--- config.mk ---
export PLATFORM = sky130hd
export DESIGN_NAME = crs_blend
export DESIGN_NICKNAME = d
export VERILOG_FILES = /design/src/sv/crs_pkg.sv /design/src/sv/crs_blend.sv
export SDC_FILE = /design/constraint.sdc
export NUM_CORES = 2
export LEC_CHECK = 0
export BUFFER_PORTS_ARGS = -buffer_cell sky130_fd_sc_hd__buf_2
export CORE_MARGIN = 5
export CORE_UTILIZATION = 55
export DETAILED_ROUTE_END_ITERATION = 8
export GPL_TIMING_DRIVEN = 0
export PLACE_DENSITY = 0.74
export SLEW_MARGIN = 20
export SYNTH_ARGS = -nofsm -noshare
export SYNTH_HDL_FRONTEND = slang
export SYNTH_SLANG_ARGS = --single-unit
--- constraint.sdc ---
create_clock -name clk -period 9.6 [get_ports clk]
set_clock_uncertainty 0.05 [all_clocks]
set_input_delay 0.96 -clock clk [delete_from_list [all_inputs] [get_ports clk]]
set_output_delay 0.96 -clock clk [all_outputs]
set_load 0.02 [all_outputs]
--- src/sv/crs_pkg.sv ---
// Package of the color ramp sampler: widths, codes and the search token type.
// No dependencies.
`default_nettype none
package crs_pkg;
	localparam int POS_W         = 17;
	localparam int COL_W         = 32;
	localparam int IDX_W         = 4;
	localparam int SAMPLE_W      = 18;
	localparam int CNT_W         = 5;
	localparam int MAX_STOPS_DEF = 16;
	localparam logic [POS_W-1:0] ONE_POS = 17'h10000;

	localparam logic CMD_WRITE  = 1'b0;
	localparam logic CMD_SAMPLE = 1'b1;

	// Token that walks down the row of stop cells for one sample.
	typedef struct packed {
		logic [POS_W-1:0] t;
		logic             lock;
		logic             blend;
		logic [POS_W-1:0] pa;
		logic [POS_W-1:0] pb;
		logic [COL_W-1:0] ca;
		logic [COL_W-1:0] cb;
	} crs_tok_t;
endpackage
`default_nettype wire

--- src/sv/crs_blend.sv ---
// Segment blend unit: multiplies out the weighted sum, then divides by restoring steps.
// Depends on crs_pkg.
`default_nettype none
module crs_blend (
	input  wire                       clk,
	input  wire                       arst_n,
	input  wire                       start,
	input  wire crs_pkg::crs_tok_t    tok,
	output logic                      done,
	output logic [crs_pkg::COL_W-1:0] color
);
	localparam int PW = crs_pkg::POS_W;
	localparam int NUM_W = 27;

	typedef enum logic [2:0] {
		B_IDLE = 3'b001,
		B_MUL  = 3'b010,
		B_DIV  = 3'b100
	} blend_state_t;

	blend_state_t state_q;
	logic [PW-1:0] span_q, d_q;
	logic [crs_pkg::COL_W-1:0] ca_q, cb_q;
	logic [NUM_W-1:0] rem_q [4];
	logic [7:0] quo_q [4];
	logic [PW:0] den_q;
	logic [2:0] k_q;
	logic [PW-1:0] span_c, dr_c;
	logic [NUM_W-1:0] trial_c;

	assign span_c  = tok.pb - tok.pa;
	assign dr_c    = (tok.t > tok.pa) ? (tok.t - tok.pa) : '0;
	assign trial_c = NUM_W'({den_q, 7'b0} >> (3'd7 - k_q));

	always_ff @(posedge clk or negedge arst_n) begin
		if (!arst_n) begin
			state_q <= B_IDLE;
			done    <= 1'b0;
		end else begin
			done <= 1'b0;
			unique case (state_q)
				B_IDLE: begin
					if (start) begin
						if (tok.lock || tok.pb <= tok.pa) begin
							done <= 1'b1;
						end else begin
							state_q <= B_MUL;
						end
					end
				end
				B_MUL: state_q <= B_DIV;
				B_DIV: begin
					if (k_q == 3'd0) begin
						done    <= 1'b1;
						state_q <= B_IDLE;
					end
				end
				default: state_q <= B_IDLE;
			endcase
		end
	end

	always_ff @(posedge clk) begin
		unique case (state_q)
			B_IDLE: begin
				if (start) begin
					color  <= tok.ca;
					span_q <= span_c;
					d_q    <= (dr_c > span_c) ? span_c : dr_c;
					ca_q   <= tok.ca;
					cb_q   <= tok.cb;
				end
			end
			B_MUL: begin
				for (int l = 0; l < 4; l++) begin
					rem_q[l] <= NUM_W'({NUM_W'(ca_q[31-8*l -: 8]) * NUM_W'(span_q - d_q)
						+ NUM_W'(cb_q[31-8*l -: 8]) * NUM_W'(d_q), 1'b0}
						+ NUM_W'(span_q));
					quo_q[l] <= '0;
				end
				den_q <= {span_q, 1'b0};
				k_q   <= 3'd7;
			end
			B_DIV: begin
				for (int l = 0; l < 4; l++) begin
					if (rem_q[l] >= trial_c) begin
						rem_q[l] <= rem_q[l] - trial_c;
						quo_q[l] <= {quo_q[l][6:0], 1'b1};
					end else begin
						quo_q[l] <= {quo_q[l][6:0], 1'b0};
					end
				end
				k_q <= k_q - 3'd1;
				if (k_q == 3'd0) begin
					color <= {quo_q[0][6:0], rem_q[0] >= trial_c,
						quo_q[1][6:0], rem_q[1] >= trial_c,
						quo_q[2][6:0], rem_q[2] >= trial_c,
						quo_q[3][6:0], rem_q[3] >= trial_c};
				end
			end
			default: ;
		endcase
	end
endmodule
`default_nettype wire

### After elaboration in Yosys (flattened, before gate mapping)

Memory sizes are Yosys's and may differ from the RTL's.
Cells that the tools add are included.
W data, S select, Z words.

* flip-flop bits (word level): 154
* bits in writable memories: 140
* input port bits: 120
* output and inout bits: 33
* logic and storage cells: 121
* memories: 2

* add/sub/neg operators: 17
* multiply operators: 8
* $lt $le $gt $ge: 7
* equal/unequal tests: 6
* shift-type cells: 1
* mux-type cells: 52
* bitwise operators: 12
* reduce and logical (&&, ||, !) cells: 7

Memories
* rem_q: depth 4, width 27, read ports 4, clocked after memory_dff 0, wr ports 4, RTL line crs_blend.sv:24 `logic [NUM_W-1:0] rem_q [4];`
* quo_q: depth 4, width 8, read ports 4, clocked after memory_dff 0, wr ports 4, RTL line crs_blend.sv:25 `logic [7:0] quo_q [4];`

Operators by type and width (number)
* $add A27 B17 Y27: 4
* $ge A27 B27 Y1: 4
* $mux W27: 4
* $sub A27 B27 Y27: 4
* $add A26 B25 Y26: 4
* $mul A8 B17 Y25: 4
* $mul A8 B27 Y26: 3
* $mux W32: 2
* $mux W8: 8
* $pmux W32 S2: 1
* $gt A17 B17 Y1: 2
* $mux W17: 2
* $sub A17 B17 Y17: 2
* $mux W1: 29
* $shr A25 B3 Y27: 1
* $mul A9 B18 Y26: 1
* $sub A17 B17 Y18: 1
* $le A17 B17 Y1: 1
* $or A1 B1 Y1: 12
* $mux W3: 3
* $pmux W3 S3: 1
* $ne A2 B2 Y1 const B: 3
* $pmux W3 S2: 1
* $reduce_and A3 Y1: 2
* other kinds (10): 11

### Logic depth before layout (Yosys ltp)

* depth after elaboration: 8
* mapped depth: 42
* depth with buffers taken out: 41

### Least setup slack after synthesis

Ideal clock, no wire load.

* kind: register to register
* start: reg d_q[2]
* end: mem rem_q[1][26], data pin
* setup time: 259 ps
* arrival time: 8793 ps
* required time: 9291 ps
* setup slack: 498 ps
* cell stages (with the launch flop): 39
* path buffers: 2
* clock period less this slack: 9102 ps
* cell sequence: edfxtp_1 -> clkbuf_1 -> inv_1 -> ha_1 -> nor2b_1 -> o21ai_1 -> a21boi_0 -> o21ai_0 -> a21oi_1 -> o21a_1 -> nor2_1 -> clkbuf_1 -> nand2_1 -> fa_1 -> fa_1 -> fa_1 -> fa_1 -> inv_1 -> [... 3 more ...] -> inv_1 -> ha_1 -> a21o_1 -> o311a_4 -> o21a_1 -> nor2_1 -> xnor2_1 -> ha_1 -> a21o_1 -> a21o_1 -> a21oi_1 -> o31ai_1 -> a21oi_1 -> nor2_1 -> and3_1 -> and4_1 -> xnor2_1 -> a211o_1

RTL lines
* start, declared: RTL line crs_blend.sv:22 `logic [PW-1:0] span_q, d_q;`
* start signal, assigned: RTL line crs_blend.sv:69 `d_q <= (dr_c > span_c) ? span_c : dr_c;`
* end, declared: RTL line crs_blend.sv:24

==> flow_metrics.py <==
metrics = {
    "place": {
        "gp_congestion": 0.972,
        "dpl_cell_area_mm2": 0.0628,
        "pre_cts_ws_ps": -2300,
        "dpl.hpwl_um": 155000,
        "port_buffers": 151,
    },
    "critical_path": {
        "cpMaxStageDelayCell": "fa_2",
        "crit_type": "flop to flop",
        "worstSetupStartpointType": "flop",
        "cp-startpoint": "d_q[10]$_DFFE_PP_",
        "crit_buf_inv": 8,
        "cpPeakStageDelay_ps": 730,
        "endpoint_kind": "flop",
        "r2r_start": "d_q[10]$_DFFE_PP_",
        "cp_top_family": "adder cells",
        "crit_fanout": 10,
        "path_common_cell": "fa_1",
        "rrSetupSlack_ps": -70,
        "crit_arrival_ps": 9970,
        "cp.required_ps": 9900,
    },
    "synth": {
        "synthCells": 6600,
        "synth_common_cells": "inv_1 (1375), fa_1 (996), nand2_1 (731)",
        "synth.most_common_cell": "inv_1",
        "synth_adder_area_share_pct": 43.8,
        "async_flop_share_pct": 1.38,
        "synth_cell_type_count": 87,
        "seq_area_frac_synth_pct": 14.5,
        "syn_avg_cell_area_um2": 9.10,
        "yosys.area.top_type": "fa_1",
        "synth-xor-area-share_pct": 4.52,
        "synth_flop_cell": "edfxtp_1",
        "synth-edff-count": 286,
        "synthTopCellsByArea": "fa_1 (33%), edfxtp_1 (14%), ha_1 (11%)",
        "ys_warn_count": 0,
        "synthMuxAreaShare_pct": 1.64,
        "synth_top_family_by_area": "adder cells",
        "synthesis.area_mm2": 0.0601,
        "synth_top_area_share_pct": 33.2,
        "synth_nets": 8226,
        "synth-seq-cells": 290,
        "synth_compound_area_share_pct": 9.42,
        "synth_simple_gate_area_share_pct": 16.0,
    },
    "timing": {
        "slew_headroom_pct": 25.4,
        "timing.setup.tns_ps": -127,
        "fin_crit_ps": 9670,
        "worst_slew_pin_slew_ps": 1120,
        "rsz0062_at_grt": "yes",
        "layout_setup_ws_ps": -67.4,
        "fmax_ghz": 0.103,
        "final-setup-viol-count": 2,
        "timing.final.crit_share_pct": 101,
        "final_hold_viol_count": 0,
        "drv_slew": 0,
    },
    "clock_network": {
        "clkLatencyLatePin_ps": 610,
        "cts_tree": "built",
        "h-tree-depth": 2,
        "clk_pin_slew_worst_paths_ps": 60,
        "numCtsBuffers": 37,
        "cts_root_buffer": "clkbuf_16",
        "cts.sinks": 290,
        "cts_buffer_depth": 3,
    },
    "floorplanning": {
        "rows": 121,
        "dieWidth_um": 340,
        "die_y_um": 340,
        "core-area_mm2": 0.109,
        "initial_core_util_pct": 55.3,
        "io_pins": 153,
        "die_area_mm2": 0.116,
    },
    "grt": {
        "grt_overflow_total": 0,
        "grt_usage_pct": 33.0,
        "use_met3_pct": 8.14,
        "grt_pass1_vias": 48600,
        "top_usage_layer": "met2",
        "grt_pass1_wl_um": 291000,
        "grt_antenna_before_repair": 9,
        "use_met2_pct": 50.3,
        "grt_use_met1_pct": 44.3,
        "grt_max_degree": 70,
    },
    "min_path": {
        "hp-class": "input pin to async pin",
    },
    "routing": {
        "via_per_inst": 5.81,
        "ant_nets": 0,
        "vias": 48900,
        "first_iter_violations": 4798,
        "drc": 0,
        "routedWlPerCell_um": 23.1,
        "drtPass1Iterations": 8,
        "drt-total-wl_um": 194000,
    },
    "finish": {
        "final_nets": 8587,
        "drive_gt1_share_pct": 12.2,
        "finalInstanceArea_mm2": 0.0680,
        "synthToLayoutAreaGrowth_pct": 13.1,
        "nFillCells": 8949,
    },
    "outcome": {
        "violations": "setup timing",
        "status": "complete, but fails checks",
    },
    "flow_run": {
        "drv_cap": 0,
    },
}
==> registers in the layout, indices dropped and copies added (netlist names) <==
name and flops:
rem_q 108, ca_q 32, cb_q 32, color 32, quo_q 28, d_q 17, den_q 17, span_q 17
k_q 3, state_q 3, done 1
==> path summary, 6_finish.rpt <==
kind	end	cells past startpoint
hold / removal	state_q[1]$_DFFE_PN0P_	1
min in group clk	color[31]$_DFFE_PP_	2
setup reg to reg	rem_q[1][26]$_DFFE_PP_	30
hold reg to reg	color[31]$_DFFE_PP_	2
max in group asynchronous	state_q[0]$_DFFE_PN1P_	1
setup / recovery	rem_q[1][26]$_DFFE_PP_	30
==> routing by layer <==
layer | up-vias | part of all wire (%) | routed length (µm)
met4 | 0 | 6.6 | 12800
met1 | 24300 | 39 | 75200
met3 | 533 | 11 | 21900
met2 | 2580 | 43 | 84400
li1 | 21400 | - | -
met5 | - | 0 | 0
==> layout by cell type (no fill, tap or decap), types with 24 or more instances in the layout <==
cell,n
inv_1,1356
fa_1,982
nand2_1,716
and2_1,558
ha_1,453
edfxtp_1,286
a21oi_1,217
nor2_1,187
xnor2_1,167
clkbuf_1,166
buf_2,162
o21ai_0,161
buf_4,161
a21o_1,139
xor2_1,91
nor2b_1,85
nand2b_1,70
nor3_1,57
o21a_1,53
nand3_1,43
mux2i_1,42
clkbuf_16,40
ha_4,37
o21bai_1,33
a21oi_2,32
xnor2_2,27
mux2_2,26
clkbuf_2,25
a211oi_1,24
==> cells by family (layout without fill, tap and decap cells) <==
logic type      count (synthesis)  after routing
simple gates                 1916           1916
buf+inv                      1616           2005
fa+ha+maj                    1506           1506
compound gates                877            877
xor+xnor                      310            310
flops                         290            290
mux                            85             85
other cells                     0              9
==> through the flow <==
step / util [%] / std cells / hold WS, ps
finish: 62.5 / 8412 / 104
floorplan: - / 6600 / 391
global route: 62.5 / 8404 / 99.0
CTS: 60.9 / 8341 / 78.7
detailed placement: 57.7 / 8172 / 447
global placement: 57.6 / 8165 / 439
==> area by class of cell <==
cell class / count / area [µm²] / area share [%]
tap: 1414 / 1770 / 2.60
sequential: 290 / 8690 / 12.8
clock inverter: 25 / 282 / 0.414
antenna: 9 / 22.5 / 0.0331
buffer: 231 / 1170 / 1.73
inverter: 1376 / 5180 / 7.62
multi-input combinational: 4694 / 47600 / 70.1
clock buffer: 42 / 966 / 1.42
timing repair buffer: 331 / 2270 / 3.35
==> what timing repair did <==
| item | 4_1_cts | 5_1_grt |
|---|---|---|
| endpoints found under the setup margin | 60 | 47 |
| cloned | 2 | 0 |
| pin swaps | 93 | 167 |
| buffers inserted | 107 | 64 |
| hold buffers | 0 | 0 |
| gates resized for setup | 315 | 261 |
Power is not shown: default switching activity piles up to over one toggle a cycle in this logic, so the estimate is an artifact.
