## config.mk

```make
export PLATFORM = sky130hd
export DESIGN_NAME = crs_cell
export DESIGN_NICKNAME = d
export VERILOG_FILES = /design/src/sv/crs_pkg.sv /design/src/sv/crs_cell.sv
export SDC_FILE = /design/constraint.sdc
export NUM_CORES = 1
export LEC_CHECK = 0
export ABC_AREA = 1
export BUFFER_PORTS_ARGS = -buffer_cell sky130_fd_sc_hd__buf_4
export CORE_AREA = 10 10 145 147
export DETAILED_ROUTE_END_ITERATION = 8
export DIE_AREA = 0 0 155 157
export PLACE_DENSITY_LB_ADDON = 0.15
export RECOVER_POWER = 100
export SYNTH_ARGS = -nofsm -noshare
export SYNTH_HDL_FRONTEND = slang
export SYNTH_SLANG_ARGS = --single-unit
```

## constraint.sdc

```tcl
create_clock -name clk -period 3 [get_ports clk]
set_input_delay 0.3 -clock clk [delete_from_list [all_inputs] [get_ports clk]]
set_output_delay 0.3 -clock clk [all_outputs]
set_load 0.03 [all_outputs]
```

## src/sv/crs_pkg.sv

```systemverilog
// Package of the color ramp sampler: widths, codes and the search token type.
// No dependencies.
`default_nettype none
package crs_pkg;
	localparam int POS_W         = 17;
	localparam int COL_W         = 32;
	localparam int IDX_W         = 4;
	localparam int SAMPLE_W      = 18;
	localparam int CNT_W         = 5;
	localparam int MAX_STOPS_DEF = 16;
	localparam logic [POS_W-1:0] ONE_POS = 17'h10000;

	localparam logic CMD_WRITE  = 1'b0;
	localparam logic CMD_SAMPLE = 1'b1;

	// Token that walks down the row of stop cells for one sample.
	typedef struct packed {
		logic [POS_W-1:0] t;
		logic             lock;
		logic             blend;
		logic [POS_W-1:0] pa;
		logic [POS_W-1:0] pb;
		logic [COL_W-1:0] ca;
		logic [COL_W-1:0] cb;
	} crs_tok_t;
endpackage
`default_nettype wire

```

## src/sv/crs_cell.sv

```systemverilog
// One stop cell of the color ramp sampler: holds a stop and refines the search token.
// Depends on crs_pkg.
`default_nettype none
module crs_cell #(
	parameter int IDX       = 0,
	parameter int MAX_STOPS = crs_pkg::MAX_STOPS_DEF,
	parameter int NW        = $clog2(MAX_STOPS + 1)
) (
	input  wire                          clk,
	input  wire                          arst_n,
	input  wire                          wr_en,
	input  wire [crs_pkg::IDX_W-1:0]     wr_index,
	input  wire [crs_pkg::POS_W-1:0]     wr_pos,
	input  wire [crs_pkg::COL_W-1:0]     wr_col,
	input  wire [NW-1:0]                 n,
	input  wire crs_pkg::crs_tok_t       tok_in,
	input  wire                          vld_in,
	input  wire [crs_pkg::POS_W-1:0]     prev_pos,
	input  wire [crs_pkg::COL_W-1:0]     prev_col,
	output crs_pkg::crs_tok_t            tok_out,
	output logic                         vld_out,
	output logic [crs_pkg::POS_W-1:0]    pos,
	output logic [crs_pkg::COL_W-1:0]    col
);
	localparam bit WRITABLE = IDX < (1 << crs_pkg::IDX_W);
	localparam logic [crs_pkg::IDX_W-1:0] IDX_L = crs_pkg::IDX_W'(IDX);
	localparam logic [NW-1:0] IDX_N = NW'(IDX);
	localparam logic [NW-1:0] IDX_N1 = NW'(IDX + 1);

	logic [crs_pkg::POS_W-1:0] pos_q;
	logic [crs_pkg::COL_W-1:0] col_q;
	crs_pkg::crs_tok_t tok_q;
	crs_pkg::crs_tok_t nxt;
	logic is_last;
	logic in_use;

	assign pos = pos_q;
	assign col = col_q;
	assign tok_out = tok_q;

	always_ff @(posedge clk) begin
		if (WRITABLE && wr_en && wr_index == IDX_L) begin
			pos_q <= wr_pos;
			col_q <= wr_col;
		end
	end

	assign is_last = (IDX_N1 == n);
	assign in_use  = (IDX_N < n);

	always_comb begin
		nxt = tok_in;
		if (!tok_in.lock && in_use) begin
			if (IDX == 0) begin
				if (is_last || tok_in.t <= pos_q) begin
					nxt.lock  = 1'b1;
					nxt.blend = 1'b0;
					nxt.ca    = col_q;
				end
			end else if (is_last && tok_in.t >= pos_q) begin
				// Past the last stop: its color wins over any segment found.
				nxt.lock  = 1'b1;
				nxt.blend = 1'b0;
				nxt.ca    = col_q;
			end else if (!tok_in.blend && tok_in.t <= pos_q) begin
				nxt.blend = 1'b1;
				nxt.pa    = prev_pos;
				nxt.ca    = prev_col;
				nxt.pb    = pos_q;
				nxt.cb    = col_q;
			end else if (is_last && !tok_in.blend) begin
				nxt.lock = 1'b1;
				nxt.ca   = col_q;
			end
		end
	end

	always_ff @(posedge clk or negedge arst_n) begin
		if (!arst_n) begin
			vld_out <= 1'b0;
		end else begin
			vld_out <= vld_in;
		end
	end

	always_ff @(posedge clk) begin
		tok_q <= nxt;
	end
endmodule
`default_nettype wire

```

# After elaboration in Yosys (flattened, before gate mapping)
# Index checks and enable logic that the tools add are counted.
# word_totals
word_cells	21
input_bits	228
regBits	167
# op_classes
n_reduce_logical	5
n_mux	3
eq_ne	1
n_lt_le_gt_ge	2
# op_table
operator	n
100-bit 2-to-1 mux	1
32-bit 2-to-1 mux	1
17-bit <= comparator	1
1-bit by 5-bit == test with 1-bit output (first input constant)	1
1-bit by 5-bit less-than comparator with 1-bit output (first input constant)	1
4-bit logical NOT	1
1-bit logical AND	2
2-bit 2-to-1 mux	1
1-bit logical NOT	1
1-bit logical OR	1

# Logic depth before layout (Yosys ltp)
# Gate-level depths: netlist of run 1.
# depth
word_depth	4
depth_mapped	15
depth_no_buf	14

# Least setup slack after synthesis of run 1
# Ideal clock, no wire load.
# synth_path
path_type	input -> register
start	input port wr_index[3] (netlist name)
end	register col_q, in the netlist col[0] (enable)
stages	3
path_slack_ps	-1291
arrival_time_ps	3774
cell_sequence	nor2_1 -> nand2_1 -> nor3_1
# synth_via
elab_chain_len	2
# synth_lines
element	line	source
from (decl)	crs_cell.sv:12	input wire [crs_pkg::IDX_W-1:0] wr_index,
4-bit logical NOT	crs_cell.sv:42	if (WRITABLE && wr_en && wr_index == IDX_L) begin
1-bit logical AND	crs_cell.sv:42	
to (signal assigned)	crs_cell.sv:44	col_q <= wr_col;
to (decl)	crs_cell.sv:31	logic [crs_pkg::COL_W-1:0] col_q;
# No other way between the ends.
# A chain may end at the register's enable or synchronous reset.

==> results of run 1 <==
worst min path at each step:
| stage | start | end | cells past startpoint |
|---|---|---|---|
| CTS | wr_col[13] | col[13] | 1 |
| floorplan | arst_n | vld_out | 0 |
| global route | tok_in[47] | tok_out[47] | 3 |
| finish | tok_in[48] | tok_out[48] | 3 |
| detailed placement | arst_n | vld_out | 1 |
| global placement | arst_n | vld_out | 1 |
area by class of cell:
type                       count  area share (%)
clock buffer                  18            5.19
clock inverter                13            1.52
timing repair buffer         432            33.0
tap                          234            3.46
sequential                   167            45.4
multi-input combinational    164            10.2
inverter                      28            1.24
registers in the layout, indices dropped and copies added (netlist names):
register  flops
tok_out     117
col          32
pos          17
vld_out       1
stage by stage:
stage	instances	hold slack, ps
after floorplan	368	4.41
after global placement	940	75.1
after detailed placement	940	77.9
after CTS	1056	24.4
after global routing	1056	43.0
final	1056	59.7
cells in the mapped netlist:
master / number / area [um^2]
a21boi_0: 1 / 7.51
a21o_1: 1 / 7.51
a21oi_1: 6 / 30.0
a31oi_1: 1 / 6.26
buf_1: 3 / 11.3
buf_2: 2 / 10.0
buf_4: 1 / 7.51
buf_6: 3 / 33.8
dfrtp_1: 1 / 25.0
dfxtp_1: 117 / 2340
edfxtp_1: 49 / 1470
ha_1: 17 / 213
inv_1: 26 / 97.6
inv_2: 2 / 7.51
nand2_1: 86 / 323
nand2_2: 1 / 6.26
nand2_4: 1 / 11.3
nand3_1: 34 / 170
nand3b_1: 1 / 7.51
nor2_1: 9 / 33.8
nor2_2: 1 / 6.26
nor2_4: 1 / 11.3
nor3_1: 2 / 10.0
o21ai_0: 2 / 10.0
worst register-to-register path: stages, from the launching register on:
cell,delay (ps)
edfxtp_1,410
inv_1,80
ha_1,230
nand2_1,150
inv_1,50
nand2_1,60
nand2_1,50
nand2_1,60
nand2_1,50
nand2_1,50
nand3_1,70
nand2_2,240
clkbuf_2,520
nand3_1,150
nand2_1,120
per-layer routing:
| layer | vias up | wire, um | track usage [%] |
|---|---|---|---|
| met3 | 14 | 2260 | 8.27 |
| met2 | 216 | 9710 | 26.1 |
| met4 | 0 | 297 | 5.22 |
| met1 | 1909 | 6440 | 14.7 |
| met5 | - | 0 | 0 |
| li1 | 2088 | - | - |
kinds of logic after synthesis:
family / Yosys count / synth area share (%)
AO/OA/AOI/OAI: 11 / 1.26
AND/OR/NAND/NOR: 136 / 11.9
flip-flops: 167 / 79.0
adder cells (fa/ha/maj): 17 / 4.38
buffers and inverters: 37 / 3.45
power groups by stage:
stage          Sequential, uW  Clock (uW)  Combinational (uW)
4_1_cts                  2470        2190                 837
3_5_place_dp             2520           0                 745
3_3_place_gp             2520           0                 741
6_report                 2470        2130                 717
5_1_grt                  2480        2290                 776
2_1_floorplan            2760           0                 103
==> summary.txt, run 1 <==
Setup path
  • Max stage delay on crit path: 560 ps
  • CP Launch Type: input port
  • CP dominant cell by count: nand2_1
  • Crit path to: tok_out[55]
  • Worst R2R Setup Slack: 640 ps
  • Slowest cell on crit path: dlygate4sd3_1
  • Critical Path RT: 3350 ps
  • R2r startpoint: pos[4]
  • CP Launch Point: tok_in[104]
  • CP Capture Type: register
  • Reg2Reg Depth: 14
  • Setup CP Type: in -> reg
  • Bufs and invs on worst path: 4
  • Stages on the worst setup path: 15
  • CP Data Arrival Time: 2890 ps
  • Crit Path Max Fanout: 23
  • CP top delay family: buffers and inverters
  • Critical-path cell list: dlygate4sd3_1 > clkbuf_1 > ha_1 > nand2_1 > inv_1 > nand2_1 > nand2_1 > nand2_1 > nand2_1 > nand2_1 > nand3_1 > nand2_2 > clkbuf_2 > nand3_1 > nand2_1
  • RR Endpoint: tok_out[55]

CTS
  • CTS Buf Count: 17
  • Longest Clk Path Bufs: 2
  • Clock slew at reported path FFs: 70 ps
  • Insertion delay to the later sink of the worst-skew pair: 420 ps
  • CTS tree: done
  • Post CTS Setup Buffer Count: 0
  • Root Driver: clkbuf_16
  • Htree depth: 4
  • Hold-fix buffers, CTS: 85
  • # clock sinks: 167
  • CTS-repair resized insts: 0

Timing
  • RSZ-0062 raised after global routing: false
  • Fin crit share: 84.5%
  • Max Clk Rate: 395 MHz
  • Final setup vio count: 0
  • Min Tclk post-route: 2530 ps
  • Slew headroom: 11.2%
  • Final Max Slew Viols: 0
  • Final WS setup: 466 ps
  • Clock skew: 10.8 ps
  • Setup TNS: 0 ps
  • Worst Tran Pin Value: 1330 ps
  • Final hold vios: 0

Routing
  • Via density: 4.00
  • Antenna-violating nets left: 0
  • 1st-pass router iterations: 4
  • WL final: 18,700 um
  • WL/cell: 17.7 um
  • Initial detailed-routing violation count: 132
  • Drt drc: 0
  • DR vias: 4,227

Pwr
  • P_int: 3850 uW
  • Worst vdd ir: 382 uV
  • Static Leak: 0.00374 uW
  • Switching share of power: 27.6%
  • Combinational share of power: 13.5%
  • Clock power share: 40.0%
  • Power, Total: 5310 uW
  • Pwr dens: 628 mW/mm^2
  • Switching power: 1470 uW
  • Flop pwr share: 46.5%

Logic synthesis
  • Sequential fraction of the synthesis area: 79.0%
  • Mean post-synth cell area: 13.2 um^2
  • Synth warn: 0
  • Synth Register Bits: 167
  • Mapped Cells: 368
  • Yosys cell types: 24
  • Post-Syn Area: 0.00486 mm^2
  • Syn Nets: 613

Die
  • Starting Density: 26.5%
  • I/O Pins: 395
  • Row cnt: 50
  • Die width: 155 um
  • Die H: 157 um
  • Die area: 0.0243 mm^2
  • Core Area: 0.0183 mm^2

Global routing
  • Vias in the first global route: 4,685
  • Largest net degree at the start of global routing: 50
  • Overflow after GRT: 0
  • First-pass GRT wire length: 27,700 um
  • GRT Total Usage: 15.0%
  • Initial antenna violation count: 0

Placement
  • GP Congestion: 0.778
  • Placement Cell Area: 0.00771 mm^2
  • Dpl ws: 741 ps
  • HPWL Detailed: 14,100 um
  • Port Buffer Count: 345

Cells and area
  • Design Area, Final: 0.00846 mm^2
  • Antenna diode count: 0
  • Final net count: 1,055
  • Layout cell share with drive strength beyond 1: 25.5%
  • Commonest non-fill, non-tap cell in the layout: clkbuf_1
  • Fill count: 1,804
  • Storage element area: 0.00384 mm^2
  • Layout Utilization: 46.2%
  • Layout area overhead: 74.2%
  • Multi-input logic area: 865 um^2
  • Most frequent cells in the layout: 175 x clkbuf_1, 127 x clkbuf_4, 117 x dfxtp_1, 86 x nand2_1, 85 x dlygate4sd3_1

Flow run
  • Max cap viols: 0

Run status
  • Status: completed

Min path
  • Worst hold path class: in -> reg
Power figures use the tool's default switching activity.
==> run 2: changes to the inputs <==
CORE_AREA = 10 10 147 149   (was 10 10 145 147)
DIE_AREA = 0 0 157 159   (was 0 0 155 157)
clock period = 2.6 ns   (was 3 ns; I/O delays follow)
==> run 2 against run 1 <==
  * Global-route usage decreased by 0.070 points
  * Largest cell class unchanged
  * Critical endpoint is now tok_out[34]
  * Worst setup slack got worse by 200 ps
  * Combinational power increased by 25%
==> summary.txt, run 2 (synthesis results as in run 1) <==
Setup path
  • CP Launch Point: tok_in[104]
  • R2r startpoint: pos[4]
  • CP Capture Type: register
  • CP Launch Type: input port
  • Crit Path Max Fanout: 33
  • CP Data Arrival Time: 2630 ps
  • Critical Path RT: 2900 ps
  • Setup CP Type: in -> reg

Cells and area
  • Largest register FFs: 117
  • Layout Utilization: 48.4%
  • Commonest non-fill, non-tap cell in the layout: clkbuf_1
  • Final net count: 1,107
  • Most frequent cells in the layout: 176 x clkbuf_1, 136 x dlygate4sd3_1, 127 x clkbuf_4, 117 x dfxtp_1, 86 x nand2_1
  • Layout cell share with drive strength beyond 1: 24.0%
  • Antenna diode count: 0
  • Layout area overhead: 84.9%

Die
  • Die area: 0.0250 mm^2
  • Starting Density: 26.2%
  • I/O Pins: 395
  • Core Area: 0.0186 mm^2
  • Die H: 159 um
  • Die width: 157 um
  • Row cnt: 50

Timing
  • Clock skew: 11.2 ps
  • Final setup vio count: 0
  • Max Clk Rate: 429 MHz
  • Setup TNS: 0 ps
  • Final Max Slew Viols: 0
  • Slew headroom: 14.7%
  • RSZ-0062 raised after global routing: false
  • Min Tclk post-route: 2330 ps
  • Final hold vios: 0
  • Fin crit share: 89.6%
  • Worst Tran Pin Value: 1280 ps

CTS
  • Insertion delay to the later sink of the worst-skew pair: 420 ps
  • Longest Clk Path Bufs: 2
  • CTS tree: done
  • Root Driver: clkbuf_16
  • Htree depth: 4
  • CTS-repair resized insts: 0
  • Clock slew at reported path FFs: 70 ps
  • CTS Buf Count: 17
  • Hold-fix buffers, CTS: 136
  • Post CTS Setup Buffer Count: 0
  • # clock sinks: 167

Pwr
  • Worst vdd ir: 408 uV
  • Flop pwr share: 46.1%
  • Clock power share: 39.5%
  • P_int: 4480 uW
  • Switching share of power: 27.6%
  • Pwr dens: 689 mW/mm^2
  • Static Leak: 0.00396 uW
  • Switching power: 1710 uW
  • Combinational share of power: 14.4%

Placement
  • GP Congestion: 0.767
  • Port Buffer Count: 345
  • HPWL Detailed: 14,500 um

Routing
  • Via density: 4.01
  • Drt drc: 0
  • DR vias: 4,451
  • Antenna-violating nets left: 0
  • WL final: 18,800 um
  • Initial detailed-routing violation count: 118
  • WL/cell: 17.0 um
  • 1st-pass router iterations: 4

Global routing
  • Initial antenna violation count: 0
  • Vias in the first global route: 5,021
  • Largest net degree at the start of global routing: 50
  • Overflow after GRT: 0
  • GRT Total Usage: 14.9%
  • First-pass GRT wire length: 28,500 um

Min path
  • Hold path startpoint: tok_in[49]
  • Worst hold path class: in -> reg

Run status
  • Status: completed

Flow run
  • Max cap viols: 0
-- run 2: cell count changes in the layout (fill, tap and decap cells not counted), sizes merged --
cell / before / now
dlygate4sd3: 85 / 136
clkinv: 2 / 5
buf: 43 / 45
inv: 39 / 37
clkbuf: 322 / 321
-- run 2: power groups by stage --
stage / Combinational, uW / Sequential, uW / Clock (uW)
2_1_floorplan: 119 / 3180 / 0
3_3_place_gp: 856 / 2910 / 0
3_5_place_dp: 863 / 2910 / 0
4_1_cts: 1040 / 2850 / 2530
5_1_grt: 965 / 2860 / 2640
6_report: 894 / 2850 / 2450
-- run 2: cell type report --
cell class	instances	area [um^2]
Clock buffer	18	429
Clock inverter	14	153
Fill cell	1770	9590
Inverter	28	105
Multi-Input combinational cell	164	853
Sequential cell	167	3840
Tap cell	234	293
Timing Repair Buffer	484	3310
-- run 2: worst paths after layout --
check	endpoint	slack, ps	cells past startpoint
min in group asynchronous	vld_out	170	2
setup / recovery	tok_out[34]	270	15
hold reg to reg	tok_out[37]	500	2
setup reg to reg	tok_out[34]	430	14
max in group asynchronous	vld_out	2350	2
hold / removal	tok_out[49]	30	3
-- run 2: through the flow --
| step | hold WS (ps) | cells | total power [uW] | area (um^2) | worst slack, ps |
|---|---|---|---|---|---|
| after global placement | 35.9 | 941 | 3760 | 7710 | 367 |
| after floorplan | -35.6 | 368 | 3300 | 4870 | 579 |
| after CTS | 0.630 | 1109 | 6420 | 9660 | 199 |
| after global routing | 0.0144 | 1109 | 6470 | 8990 | 50.7 |
| after detailed placement | 36.2 | 941 | 3780 | 7710 | 336 |
| final | 29.7 | 1109 | 6190 | 8990 | 270 |
-- run 2: per-layer routing --
metal,global-route usage (%),share of wire (%)
met2,26.7,53
met4,5.32,1.8
met3,8.36,13
met5,0,0
met1,13.7,32
-- run 2: worst max-delay path: stages --
cell and delay [ps]:
dlygate4sd3_1 570, clkbuf_4 150, ha_1 300, nand2_1 140, inv_1 50, nand2_1 60
nand2_1 40, nand2_1 60, nand2_1 50, nand2_1 50, nand3_1 80, nand2_2 290
nand2_4 290, nand2_1 160, nand2_1 70
==> run 3: changes to the inputs <==
clock period = 2.2 ns   (was 2.6 ns; I/O delays follow)
==> run 3 against run 2 <==
  * Worst hold slack better by 35 ps
  * Combinational power up 25%
  * Total power up 20%
  * Critical path type unchanged
  * Clock-buffer cell count up 1
==> summary.txt, run 3 (synthesis results as in run 1) <==
Run status
  • Status: completed

Cells and area
  • Layout Utilization: 50.3%
  • Final net count: 1,142
  • Most frequent cells in the layout: 175 x clkbuf_1, 167 x dlygate4sd3_1, 126 x clkbuf_4, 117 x dfxtp_1, 86 x nand2_1
  • Layout cell share with drive strength beyond 1: 23.6%
  • Design Area, Final: 0.00935 mm^2
  • Layout area overhead: 92.5%
  • Largest register FFs: 117
  • Commonest non-fill, non-tap cell in the layout: clkbuf_1
  • Final cell count without fillers: 1,145

Placement
  • GP Congestion: 0.769
  • Placement Cell Area: 0.00774 mm^2
  • HPWL Detailed: 14,400 um
  • Dpl cells: 943
  • Port Buffer Count: 345

CTS
  • Clock slew at reported path FFs: 70 ps
  • Longest Clk Path Bufs: 2
  • Insertion delay to the later sink of the worst-skew pair: 420 ps
  • CTS tree: done
  • # clock sinks: 167
  • Htree depth: 4
  • Root Driver: clkbuf_16
  • CTS Buf Count: 17

Timing
  • Final hold vios: 0
  • RSZ-0062 raised after global routing: false
  • Final setup vio count: 0
  • Setup TNS: 0 ps
  • Final Max Slew Viols: 0
  • Max Clk Rate: 495 MHz
  • Slew headroom: 12.9%
  • Worst Tran Pin Value: 1310 ps
  • Min Tclk post-route: 2020 ps
  • Fin crit share: 91.9%
  • Clock skew: 8.78 ps

Setup path
  • CP Launch Point: tok_in[104]
  • Crit path to: tok_out[56]
  • RR Endpoint: tok_out[56]
  • CP Launch Type: input port
  • Max stage delay on crit path: 560 ps
  • Worst R2R Setup Slack: 280 ps
  • Reg2Reg Depth: 14
  • Critical Path RT: 2510 ps
  • R2r startpoint: pos[4]
  • Setup CP Type: in -> reg
  • Crit Path Max Fanout: 16
  • CP dominant cell by count: nand2_1
  • CP Data Arrival Time: 2330 ps
  • Slowest cell on crit path: dlygate4sd3_1
  • CP Capture Type: register
  • Critical-path cell list: dlygate4sd3_1 > buf_4 > ha_1 > nand2_1 > inv_1 > nand2_1 > nand2_1 > nand2_1 > nand2_1 > nand2_1 > nand3_1 > nand2_4 > nand2_4 > nand2_1 > nand2_1

Global routing
  • GRT Max-Usage Layer: met2
  • Vias in the first global route: 5,139
  • GR Layer Usage met1: 14.5%
  • Overflow after GRT: 0
  • GRT Total Usage: 15.0%
  • First-pass GRT wire length: 28,900 um
  • Met2 Use GR: 27.1%
  • Initial antenna violation count: 1
  • Met3 Use GR: 7.66%
  • Largest net degree at the start of global routing: 50

Routing
  • 1st-pass router iterations: 4
  • Antenna-violating nets left: 0
  • WL final: 19,400 um
  • DR vias: 4,571
  • Via density: 3.99
  • WL/cell: 17.0 um
  • Drt drc: 0
  • Initial detailed-routing violation count: 113

Die
  • Die area: 0.0250 mm^2
  • I/O Pins: 395
  • Die H: 159 um
  • Starting Density: 26.2%
  • Row cnt: 50
  • Die width: 157 um
  • Core Area: 0.0186 mm^2

Pwr
  • Pwr dens: 791 mW/mm^2
  • Static Leak: 0.00411 uW
  • Worst vdd ir: 486 uV

Flow run
  • Max cap viols: 0

Min path
  • Worst hold path class: in -> reg
run 3: changes by cell type in the layout (fill, tap and decap cells not counted), sizes merged:
cell,change
clkinv,-4
inv,+2
diode,+1
dlygate4sd3,+31
nand2,+1
buf,+4
clkinvlp,+1
run 3: metrics by stage:
step	hold WS (ps)	worst slack [ps]	total power (uW)
6_report	64.4	178	7400
5_1_grt	44.0	22.7	7710
4_1_cts	39.8	16.7	7640
3_5_place_dp	-3.79	111	4460
3_3_place_gp	-4.12	151	4450
2_1_floorplan	-75.6	219	3900
run 3: layer usage:
metal,vias up,wire (um),part of all wire (%)
li1,2264,-,-
met4,0,287,1.5
met5,-,0,0
met3,21,2190,11
met1,2076,6620,34
met2,210,10400,53
run 3: critical path, delay by kind of cell:
| family | cells | cell delay [ps] |
|---|---|---|
| adder cells (fa/ha/maj) | 1 | 300 |
| buffers and inverters | 3 | 760 |
| AND/OR/NAND/NOR | 11 | 1030 |
run 3: layout make-up:
| class | count | area [um^2] |
|---|---|---|
| Fill cell | 1725 | 9230 |
| Sequential cell | 167 | 3840 |
| Timing Repair Buffer | 518 | 3650 |
| Multi-Input combinational cell | 165 | 890 |
| Clock buffer | 19 | 454 |
| Tap cell | 234 | 293 |
| Clock inverter | 13 | 123 |
| Inverter | 28 | 105 |
| Antenna cell | 1 | 2.50 |
run 3: power breakdown:
part           switching [uW]  internal [uW]
clock                    1340           1570
sequential               45.0           3320
combinational             627            495
run 3: how the worst min path moves through the flow:
stage	start	cells after the start	to
floorplan	arst_n	0	vld_out
CTS	tok_in[98]	2	tok_out[98]
finish	tok_in[98]	2	tok_out[98]
global placement	arst_n	1	vld_out
detailed placement	arst_n	1	vld_out
global route	tok_in[98]	2	tok_out[98]
run 3: timing repair:
| action | CTS | global route |
|---|---|---|
| hold buffers | 167 | 0 |
| endpoints found under the setup margin | 0 | 33 |
| resized for setup | 0 | 3 |
| setup buffers | 0 | 1 |
| hold endpoints to repair | 167 | 0 |
